`src/hw/rtl/ufd_pkg.sv`:
```
`default_nettype none

package ufd_pkg;

    localparam int unsigned BYTE_W       = 8;
    localparam int unsigned FIELD_W      = 16;
    localparam int unsigned LIMIT_W      = 17;
    localparam int unsigned WIN_LEN      = 8;
    localparam int unsigned FILL_W       = 4;
    localparam int unsigned WIN_SUM_W    = 11;
    localparam int unsigned HEADER_BYTES = 10;
    localparam int unsigned BUFFER_BYTES = 1024;

    localparam logic [LIMIT_W-1:0] MAX_LEN_RESET = LIMIT_W'(BUFFER_BYTES);
    localparam logic [LIMIT_W-1:0] HEADER_LEN    = LIMIT_W'(HEADER_BYTES);
    localparam logic [FILL_W-1:0]  FILL_FULL     = FILL_W'(WIN_LEN);

    // Configuration register indexes.
    typedef enum logic {
        CFG_FRAME_FLAG    = 1'b0,
        CFG_MAX_FRAME_LEN = 1'b1
    } t_cfg_reg;

    // Deframer phase, one-hot.
    typedef enum logic [3:0] {
        PH_SEARCH = 4'b0001,
        PH_CHK_LO = 4'b0010,
        PH_CHK_HI = 4'b0100,
        PH_BODY   = 4'b1000
    } t_phase;

    // Header check result for the window as it stands after the current byte.
    typedef struct packed {
        logic               hit;
        logic [FIELD_W-1:0] len;
        logic [FIELD_W-1:0] index;
        logic [FIELD_W-1:0] total;
        logic [FIELD_W-1:0] sum;
    } t_hdr_info;

    // One body byte result.
    typedef struct packed {
        logic [BYTE_W-1:0]  data_byte;
        logic               is_type;
        logic               last;
        logic               status;
        logic [FIELD_W-1:0] frame_index;
        logic [FIELD_W-1:0] frame_total;
        logic [FIELD_W-1:0] sum_computed;
    } t_result;

endpackage

`default_nettype wire

```
`src/hw/rtl/ufd_hdr_window.sv`:
```
`default_nettype none

module ufd_hdr_window (
    input  wire logic                         i_clk,
    input  wire logic                         i_rst_n,
    input  wire logic                         i_shift,
    input  wire logic                         i_clear,
    input  wire logic [ufd_pkg::BYTE_W-1:0]   i_byte,
    input  wire logic [ufd_pkg::FIELD_W-1:0]  i_frame_flag,
    input  wire logic [ufd_pkg::LIMIT_W-1:0]  i_max_frame_len,
    output ufd_pkg::t_hdr_info                o_hdr,
    output logic      [ufd_pkg::FIELD_W-1:0]  o_cur_len
);
    import ufd_pkg::*;

    logic [BYTE_W-1:0]    r_win [WIN_LEN];
    logic [BYTE_W-1:0]    n_win [WIN_LEN];
    logic [FILL_W-1:0]    r_fill;
    logic [FILL_W-1:0]    n_fill;
    logic [FIELD_W-1:0]   flag;
    logic [WIN_SUM_W-1:0] win_sum;
    logic                 ok;

    // Window as it looks once the incoming byte is shifted in.
    always_comb begin
        for (int k = 0; k < WIN_LEN - 1; k++) begin
            n_win[k] = r_win[k+1];
        end
        n_win[WIN_LEN-1] = i_byte;
        n_fill = (r_fill < FILL_FULL) ? r_fill + FILL_W'(1) : r_fill;
    end

    always_comb begin
        win_sum = '0;
        for (int k = 0; k < WIN_LEN; k++) begin
            win_sum = win_sum + WIN_SUM_W'(n_win[k]);
        end
    end

    assign flag        = {n_win[1], n_win[0]};
    assign o_hdr.len   = {n_win[3], n_win[2]};
    assign o_hdr.index = {n_win[5], n_win[4]};
    assign o_hdr.total = {n_win[7], n_win[6]};
    assign o_hdr.sum   = FIELD_W'(win_sum);

    assign ok = (flag == i_frame_flag) && (o_hdr.len != '0) &&
                (o_hdr.index < o_hdr.total) &&
                (HEADER_LEN + LIMIT_W'(o_hdr.len) <= i_max_frame_len);

    assign o_hdr.hit = (n_fill >= FILL_FULL) && ok;

    // The window holds still during a frame, so its length field is still valid.
    assign o_cur_len = {r_win[3], r_win[2]};

    always_ff @(posedge i_clk) begin
        if (i_shift) begin
            r_win <= n_win;
        end
    end

    always_ff @(posedge i_clk) begin
        if (!i_rst_n) begin
            r_fill <= '0;
        end else if (i_clear) begin
            r_fill <= '0;
        end else if (i_shift) begin
            r_fill <= n_fill;
        end
    end

endmodule

`default_nettype wire

```
`src/hw/rtl/ufd_frame_ctrl.sv`:
```
`default_nettype none

module ufd_frame_ctrl (
    input  wire logic                         i_clk,
    input  wire logic                         i_rst_n,
    input  wire logic                         i_take,
    input  wire logic [ufd_pkg::BYTE_W-1:0]   i_byte,
    input  wire ufd_pkg::t_hdr_info           i_hdr,
    input  wire logic [ufd_pkg::FIELD_W-1:0]  i_cur_len,
    output logic                              o_searching,
    output logic                              o_in_body,
    output logic                              o_frame_end,
    output logic                              o_res_valid,
    output ufd_pkg::t_result                  o_res
);
    import ufd_pkg::*;

    t_phase             r_phase;
    logic [FIELD_W-1:0] r_check;
    logic [FIELD_W-1:0] r_sum;
    logic [FIELD_W-1:0] r_left;
    logic [FIELD_W-1:0] r_index;
    logic [FIELD_W-1:0] r_total;
    logic [FIELD_W-1:0] sum_next;
    logic               fin;

    assign o_searching = (r_phase == PH_SEARCH);
    assign o_in_body   = (r_phase == PH_BODY);

    assign sum_next = r_sum + FIELD_W'(i_byte);
    assign fin      = (r_left == FIELD_W'(1));

    assign o_res_valid = i_take && o_in_body;
    assign o_frame_end = o_res_valid && fin;

    assign o_res.data_byte    = i_byte;
    assign o_res.is_type      = (r_left == i_cur_len);
    assign o_res.last         = fin;
    assign o_res.status       = fin && (sum_next != r_check);
    assign o_res.frame_index  = r_index;
    assign o_res.frame_total  = r_total;
    assign o_res.sum_computed = sum_next;

    always_ff @(posedge i_clk) begin
        if (!i_rst_n) begin
            r_phase <= PH_SEARCH;
        end else if (i_take) begin
            unique case (r_phase)
                PH_SEARCH: begin
                    if (i_hdr.hit) begin
                        r_phase <= PH_CHK_LO;
                    end
                end
                PH_CHK_LO: r_phase <= PH_CHK_HI;
                PH_CHK_HI: r_phase <= PH_BODY;
                PH_BODY: begin
                    if (fin) begin
                        r_phase <= PH_SEARCH;
                    end
                end
                default:   r_phase <= PH_SEARCH;
            endcase
        end
    end

    always_ff @(posedge i_clk) begin
        if (i_take) begin
            unique case (r_phase)
                PH_SEARCH: begin
                    if (i_hdr.hit) begin
                        r_sum   <= i_hdr.sum;
                        r_left  <= i_hdr.len;
                        r_index <= i_hdr.index;
                        r_total <= i_hdr.total;
                    end
                end
                PH_CHK_LO: r_check[BYTE_W-1:0]       <= i_byte;
                PH_CHK_HI: r_check[FIELD_W-1:BYTE_W] <= i_byte;
                PH_BODY: begin
                    r_sum  <= sum_next;
                    r_left <= r_left - FIELD_W'(1);
                end
                default: ;
            endcase
        end
    end

endmodule

`default_nettype wire

```
`src/hw/rtl/ufd_out_reg.sv`:
```
`default_nettype none

module ufd_out_reg (
    input  wire logic              i_clk,
    input  wire logic              i_rst_n,
    input  wire logic              i_load,
    input  wire ufd_pkg::t_result  i_res,
    input  wire logic              i_ready,
    output logic                   o_space,
    output logic                   o_valid,
    output ufd_pkg::t_result       o_res
);
    import ufd_pkg::*;

    logic    r_valid;
    t_result r_res;

    // The register can take a new result when empty or being drained now.
    assign o_space = !r_valid || i_ready;
    assign o_valid = r_valid;
    assign o_res   = r_res;

    always_ff @(posedge i_clk) begin
        if (!i_rst_n) begin
            r_valid <= 1'b0;
        end else if (i_load) begin
            r_valid <= 1'b1;
        end else if (i_ready) begin
            r_valid <= 1'b0;
        end
    end

    always_ff @(posedge i_clk) begin
        if (i_load) begin
            r_res <= i_res;
        end
    end

endmodule

`default_nettype wire

```
`src/hw/rtl/uart_frame_deframer_checksum.sv`:
```
`default_nettype none

// Channel   Direction  Handshake                  Payload
// rx        in         i_rx_valid / o_rx_ready    i_rx_byte
// out       out        o_out_valid / i_out_ready  o_data_byte, o_is_type, o_last, o_status,
//                                                 o_frame_index, o_frame_total, o_sum_computed
// cfg       in         i_cfg_we (no wait)         i_cfg_index, i_cfg_data
//
// Bytes are handled in the cycle they are accepted, one per cycle unless a body byte must wait.
// A body byte loads the output register in that same cycle; it is shown on the next cycle.
// Reset is synchronous and active low; it returns the deframer to header search with an empty
// window and restores the register defaults. No clearing pass is needed.
// Header and checksum bytes are accepted even while a result waits; a body byte waits
// only when the output register is full and not being drained.

module uart_frame_deframer_checksum (
    input  wire logic                         i_clk,
    input  wire logic                         i_rst_n,
    input  wire logic                         i_rx_valid,
    output logic                              o_rx_ready,
    input  wire logic [ufd_pkg::BYTE_W-1:0]   i_rx_byte,
    output logic                              o_out_valid,
    input  wire logic                         i_out_ready,
    output logic      [ufd_pkg::BYTE_W-1:0]   o_data_byte,
    output logic                              o_is_type,
    output logic                              o_last,
    output logic                              o_status,
    output logic      [ufd_pkg::FIELD_W-1:0]  o_frame_index,
    output logic      [ufd_pkg::FIELD_W-1:0]  o_frame_total,
    output logic      [ufd_pkg::FIELD_W-1:0]  o_sum_computed,
    input  wire logic                         i_cfg_we,
    input  wire logic                         i_cfg_index,
    input  wire logic [ufd_pkg::LIMIT_W-1:0]  i_cfg_data
);
    import ufd_pkg::*;

    logic [FIELD_W-1:0] r_frame_flag;
    logic [LIMIT_W-1:0] r_max_frame_len;

    t_hdr_info          hdr;
    logic [FIELD_W-1:0] cur_len;
    logic               searching;
    logic               in_body;
    logic               frame_end;
    logic               res_valid;
    t_result            res;
    t_result            out_res;
    logic               out_space;
    logic               take;

    // Only a body byte produces a result, so only it needs room downstream.
    assign o_rx_ready = !in_body || out_space;
    assign take       = i_rx_valid && o_rx_ready;

    // Configuration registers; a write is applied at once and affects the next header check.
    always_ff @(posedge i_clk) begin
        if (!i_rst_n) begin
            r_frame_flag    <= '0;
            r_max_frame_len <= MAX_LEN_RESET;
        end else if (i_cfg_we) begin
            unique case (t_cfg_reg'(i_cfg_index))
                CFG_FRAME_FLAG:    r_frame_flag    <= i_cfg_data[FIELD_W-1:0];
                CFG_MAX_FRAME_LEN: r_max_frame_len <= i_cfg_data;
                default: ;
            endcase
        end
    end

    // The sliding header window and its validity check.
    ufd_hdr_window u_window (
        .i_clk           (i_clk),
        .i_rst_n         (i_rst_n),
        .i_shift         (take && searching),
        .i_clear         (frame_end),
        .i_byte          (i_rx_byte),
        .i_frame_flag    (r_frame_flag),
        .i_max_frame_len (r_max_frame_len),
        .o_hdr           (hdr),
        .o_cur_len       (cur_len)
    );

    // Phase sequencing, checksum capture, running sum and body byte count.
    ufd_frame_ctrl u_ctrl (
        .i_clk       (i_clk),
        .i_rst_n     (i_rst_n),
        .i_take      (take),
        .i_byte      (i_rx_byte),
        .i_hdr       (hdr),
        .i_cur_len   (cur_len),
        .o_searching (searching),
        .o_in_body   (in_body),
        .o_frame_end (frame_end),
        .o_res_valid (res_valid),
        .o_res       (res)
    );

    // Result register that separates the two handshakes.
    ufd_out_reg u_out (
        .i_clk   (i_clk),
        .i_rst_n (i_rst_n),
        .i_load  (res_valid),
        .i_res   (res),
        .i_ready (i_out_ready),
        .o_space (out_space),
        .o_valid (o_out_valid),
        .o_res   (out_res)
    );

    assign o_data_byte    = out_res.data_byte;
    assign o_is_type      = out_res.is_type;
    assign o_last         = out_res.last;
    assign o_status       = out_res.status;
    assign o_frame_index  = out_res.frame_index;
    assign o_frame_total  = out_res.frame_total;
    assign o_sum_computed = out_res.sum_computed;

endmodule

`default_nettype wire

```
`config.mk`:
```
export PLATFORM = sky130hd
export DESIGN_NAME = uart_frame_deframer_checksum
export DESIGN_NICKNAME = d
export VERILOG_FILES = /design/src/hw/rtl/ufd_pkg.sv /design/src/hw/rtl/ufd_hdr_window.sv /design/src/hw/rtl/ufd_frame_ctrl.sv /design/src/hw/rtl/ufd_out_reg.sv /design/src/hw/rtl/uart_frame_deframer_checksum.sv
export SDC_FILE = /design/constraint.sdc
export NUM_CORES = 1
export LEC_CHECK = 0
export BUFFER_PORTS_ARGS = -buffer_cell sky130_fd_sc_hd__buf_2
export CAP_MARGIN = 20
export CELL_PAD_IN_SITES_DETAIL_PLACEMENT = 0
export CELL_PAD_IN_SITES_GLOBAL_PLACEMENT = 1
export CORE_ASPECT_RATIO = 0.5
export CORE_UTILIZATION = 53
export CTS_CLUSTER_SIZE = 30
export DETAILED_ROUTE_END_ITERATION = 12
export GPL_TIMING_DRIVEN = 0
export PLACE_DENSITY = 0.92
export SYNTH_ARGS = -nofsm -noshare
export SYNTH_HDL_FRONTEND = slang
export SYNTH_SLANG_ARGS = --single-unit
```
`constraint.sdc`:
```
create_clock -name i_clk -period 13.42 [get_ports i_clk]
set_input_delay 0.671 -clock i_clk [delete_from_list [all_inputs] [get_ports i_clk]]
set_output_delay 0.671 -clock i_clk [all_outputs]
set_load 0.01 [all_outputs]
```
Word level (Yosys, flattened, before mapping). Cells that the tools add are included.

Add/sub/neg operators: 11. Multiply operators: 0. Divide/modulo/power cells: 0. Magnitude comparators: 4. Eq/ne operators: 10. Shift-type cells: 0. Muxes and demuxes: 10. Bitwise operators: 2. Reductions and logical operators: 24.

Operators by type and width (count): $add 11x8->11 (6); $pmux 16 s2 (2); $eq 16x16->1 (2); $mux 16 (2); $add 4x16->17 const A (1); $le 17x17->1 (1); $add 16x8->16 (1); $eq 16x1->1 const B (1); $lt 16x16->1 (1); $ne 16x16->1 (1); $pmux 4 s4 (1); $reduce_bool 16->1 (1); $sub 16x1->16 const B (1); $mux 4 (3); $add 8x8->9 (1); $logic_and 1x1->1 (9); $reduce_and 3->1 (3); $reduce_and 2->1 (4); $add 4x1->4 const B (1); $eq 4x1->1 const B (1); $eq 4x2->1 const B (1); $eq 4x3->1 const B (1); $eq 4x4->1 const B (1); $ge 4x4->1 const B (1); other kinds (9) (14).

Register bits after elaboration: 237. Bits in latches: 0. RAM bits: 0. ROM bits: 0. Bits of input ports: 31. Output and inout port bits: 61. Word-level logic and storage cells: 86. Memories kept: 0.

Logic depth before layout (Yosys ltp).
Word-level depth: 9. Depth in mapped cells: 22. Mapped depth without buffers: 22.

Hierarchy. A second synthesis with hierarchy kept.

Cell total of the unflattened synthesis: 1028. Area, all modules: 12470.7 um2.

Modules (own cells, without submodules): ufd_hdr_window (instances 1, cells an instance 462, area each 4956.0 um2, seq. area each 1761.7 um2); ufd_frame_ctrl (instances 1, cells an instance 371, area each 4385.5 um2, seq. area each 2482.4 um2); ufd_out_reg (instances 1, cells an instance 63, area each 1820.5 um2, seq. area each 1791.7 um2); uart_frame_deframer_checksum (instances 1, cells an instance 132, area each 1308.8 um2, seq. area each 660.6 um2).

Least setup slack after synthesis. OpenSTA, ideal clock, no wires.

Kind: input to register. From: in i_rx_valid. To: reg u_ctrl.r_index[0] (enable). Setup time: 394 ps. Arrival time: 8219 ps. Data required time: 13026 ps. Path slack: 4808 ps. Stages on the path: 3. Buffers on the path: 0. Path through: nand2b_1 > nor4b_1 > and3_1.

Word-level cells in the longest chain between the ends: 2.

RTL lines: start: declaration (line uart_frame_deframer_checksum.sv:19) `input wire logic i_rx_valid,`; $logic_and 1x1->1 (line uart_frame_deframer_checksum.sv:53) `assign take = i_rx_valid && o_rx_ready;`; $reduce_and 3->1 (no source line); end signal: assignment (line ufd_frame_ctrl.sv:73) `r_index <= i_hdr.index;`; end: declaration (line ufd_frame_ctrl.sv:22) `logic [FIELD_W-1:0] r_index;`.

Every way passes these cells. A chain may end at the register's enable or synchronous reset.

Worst setup path after layout.
From: reg u_window.r_win, in the netlist u_window.o_cur_len[0]. To: reg u_ctrl.r_sum[10] (data pin).

Word-level cells in the longest chain between the ends: 9.

RTL lines: start: declaration (line ufd_hdr_window.sv:16) `logic [BYTE_W-1:0] r_win [WIN_LEN];`; start signal: assignment (line ufd_hdr_window.sv:57) `r_win <= n_win;`; $add 8x8->9 (line ufd_hdr_window.sv:36) `win_sum = win_sum + WIN_SUM_W'(n_win[k]);`; $add 11x8->11 (6 in a row) (line ufd_hdr_window.sv:36); $mux 16 (line ufd_frame_ctrl.sv:70) `if (i_hdr.hit) begin`; $pmux 16 s2 (line ufd_frame_ctrl.sv:68) `unique case (r_phase)`; end signal: assignment (line ufd_frame_ctrl.sv:71) `r_sum <= i_hdr.sum;`; end signal: assignment (line ufd_frame_ctrl.sv:80) `r_sum <= sum_next;`; end: declaration (line ufd_frame_ctrl.sv:20) `logic [FIELD_W-1:0] r_sum;`.

Every way passes these cells. The select of a mux whose other input is x is not followed.

==> impl_metrics.py <==
metrics = {
    "routing": {
        "drtAntennaViolNets": 0,
        "drtIter0Drc": 594,
        "first_pass_iters": 5,
        "wirelength_um": 27400,
        "post_drt_wl_per_cell_um": 18.7,
        "vias_per_cell": 5.50,
        "num_vias": 8051,
        "drc": 0,
    },
    "synthesis": {
        "ys_ff_latch": 237,
        "yosysSeqAreaShare_pct": 54.7,
        "synth-compound-area-share_pct": 8.87,
        "ys_async_sr_fraction_pct": 0,
        "ys_types": 63,
        "avgSynthCellArea_um2": 12.0,
        "synth_simple_gate_area_share_pct": 10.5,
        "synth_flop_cell": "edfxtp_1",
        "synth_top_area_share_pct": 47.8,
        "yosysMostFrequentCell": "edfxtp_1",
        "synth_top_family_by_area": "adder cells",
        "synth_top_area_cell": "edfxtp_1",
        "synthAdderAreaFrac_pct": 13.5,
        "synth_nets": 1162,
        "yosys-top-cells-count": "195 x edfxtp_1, 115 x inv_1, 110 x nand2_1",
        "netlist_instances": 1023,
        "synth_edf_count": 195,
        "synthMuxAreaShare_pct": 0.429,
        "yosys.area_share.xor_xnor_pct": 7.55,
        "yosys-top-cells-area": "edfxtp_1 48%, ha_1 6.9%, dfxtp_1 6.9%, fa_1 6.5%, xnor2_1 5.1%",
        "netlist_area_um2": 12200,
        "yosysWarnings": 0,
    },
    "sta": {
        "setup_viol_count_final": 0,
        "slew_viol_final": 0,
        "worst_pin_slew_ps": 1040,
        "grt_setup_unrepaired": "no",
        "slew_headroom_pct": 29.8,
        "finalCriticalPeriod_ps": 5650,
        "hold_violations": 0,
        "fmax_mhz": 177,
        "clock-skew-final_ps": 19.2,
        "fin_crit_sh_pct": 42.1,
        "tns_ps": 0,
    },
    "global_route": {
        "antenna_found_initial": 0,
        "grt_pass1_wl_um": 43000,
        "grt_pass1_vias": 8059,
        "grt-ovfl-total": 0,
        "grt_max_degree": 35,
        "grt.total_usage_pct": 24.0,
    },
    "power_and_ir_drop": {
        "power_density_nw_per_um2": 151,
        "ir_worst_vdd_v": 0.000124,
        "leakagePower_uw": 0.00545,
    },
    "clock_tree": {
        "cts_inserted_buffers": 22,
        "post_cts_buffers": 0,
        "cts.clk_slew.worst_paths_ps": 60,
        "clock-root-buffer": "clkbuf_16",
        "cts_buffer_depth": 3,
        "cts_tree": "done",
        "ctsResizeCount": 0,
        "clk_latency_ps": 520,
        "ctsHoldBuffers": 0,
        "clock_sinks": 237,
        "h-tree-depth": 1,
    },
    "floorplanning": {
        "fp.coreArea_um2": 22200,
        "boundaryPins": 92,
        "die_area_um2": 23800,
        "num_rows": 38,
        "die_height_um": 109,
        "start_util_pct": 55.3,
        "die_w_um": 217,
    },
    "min_path": {
        "min_path_type": "input pin to flip-flop",
    },
    "finish": {
        "drive_gt1_share_pct": 14.7,
        "n_fill_cell": 1770,
        "seq_area_um2": 6700,
        "n_antenna_cell": 0,
        "nets": 1288,
        "area_growth_syn_to_layout_pct": 13.8,
        "finalCoreUtilization_pct": 62.9,
        "multi_input_area_um2": 5030,
        "instances_no_fill": 1464,
    },
    "critical_path": {
        "startpoint_type": "flip-flop",
        "path_cells": "ha_1 -> inv_1 -> fa_1 -> inv_1 -> a21oi_1 -> o21ai_0 -> xor2_1 -> fa_1 -> inv_1 -> fa_1 -> fa_1 -> fa_1 -> inv_1 -> ha_1 -> inv_1 -> o21bai_1 -> a21oi_1 -> o21ai_0 -> a31oi_1 -> xor2_1 -> o21ai_0",
        "cp_max_fo": 4,
        "crit_required_ps": 13650,
        "path_delay_family": "adder cells",
        "crit_buf_inv": 5,
        "arrival_ps": 5890,
        "cpMaxStageDelayCell": "fa_1",
        "slowest_delay_ps": 520,
        "end_kind": "flip-flop",
        "path_class": "flip-flop to flip-flop",
    },
    "placement": {
        "gp_congestion": 0.884,
        "place_inst": 1424,
        "io_buffers": 90,
        "dpl.hpwl_um": 20300,
    },
    "run_status": {
        "status": "completed",
    },
    "job": {
        "maxCapViolations": 0,
    },
}
cells by family after synthesis:
group / after synthesis
mux: 5
compound gates: 160
buf+inv: 142
simple gates: 268
fa+ha+maj: 108
flops: 237
xor+xnor: 103
layer usage:
layer  routed length [um]  track usage (%)
met1                12400             33.4
met4                  523             5.53
met2                12500             39.6
met5                    0                0
met3                 2050             4.51
sequential cells by signal, summed over array words and instances (netlist names):
register            cells
u_out.o_res            59
u_window.o_hdr         32
r_max_frame_len        17
r_frame_flag           16
u_ctrl.r_check         16
u_ctrl.r_index         16
u_ctrl.r_left          16
u_ctrl.r_sum           16
u_ctrl.r_total         16
u_window.o_cur_len     16
u_window.flag           8
u_ctrl.r_phase          4
u_window.r_fill         4
u_out.o_valid           1
area by class of cell:
cell class	instances	area share, %
flip-flops and latches	237	48.1
multi-input cells	644	36.1
clock buffers	23	4.13
repair buffers	102	4.00
inverters	115	3.10
well taps	300	2.69
clock inverters	16	1.09
plain buffers	27	0.817
placed cells by master (no fill, tap or decap), drive strengths merged, types with 3 or more instances in the layout:
cell type    n
nor3        12
nand2      111
o211ai       6
buf        106
nor4        14
nor2        50
o21a         5
and3         9
o21bai       5
clkbuf      46
bufinv       3
nor2b       12
and2         3
o31ai        4
dfxtp       42
xor2        29
or2          4
a21oi       30
clkinv      11
a21boi      32
edfxtp     195
fa          40
a21o        14
or4          4
a31oi        7
inv        115
mux2i        3
ha          68
o21ai       39
nor4b        3
xnor2       74
nand3       15
nand2b       7
nand4       16
a211oi       6
worst register-to-register path, stage by stage (launching register included):
cell and delay [ps]:
edfxtp_1 490, ha_1 220, inv_1 60, fa_1 400, inv_1 70, a21oi_1 60, o21ai_0 330, xor2_1 170
fa_1 510, inv_1 60, fa_1 510, fa_1 520, fa_1 510, inv_1 40, ha_1 280, inv_1 100
o21bai_1 90, a21oi_1 260, o21ai_0 170, a31oi_1 240, xor2_1 200, o21ai_0 90
metrics by stage:
stage	setup slack, ps	power (uW)	hold WS (ps)	cell area (um^2)
floorplan	4810	1340	400	12200
global placement	1800	1460	402	13100
detailed placement	7940	1480	405	13200
CTS	7810	2120	395	13900
global route	7480	2240	425	13900
finish	7770	2110	410	13900
final timing paths:
check	startpoint	to	slack, ps	depth (start not counted)
worst min-delay path	i_cfg_data[16]	r_max_frame_len[16]	410	3
worst max register to register	u_window.o_cur_len[0]	u_ctrl.r_sum[10]	7770	21
worst max-delay path	u_window.o_cur_len[0]	u_ctrl.r_sum[10]	7770	21
worst min register to register	u_ctrl.r_total[10]	u_out.o_res[26]	420	0
power breakdown:
part           total [uW]  internal (uW)  switching [uW]
Clock                 638            368             270
Sequential            866            845            21.6
Combinational         604            263             342
(Power assumes the default switching activity.)
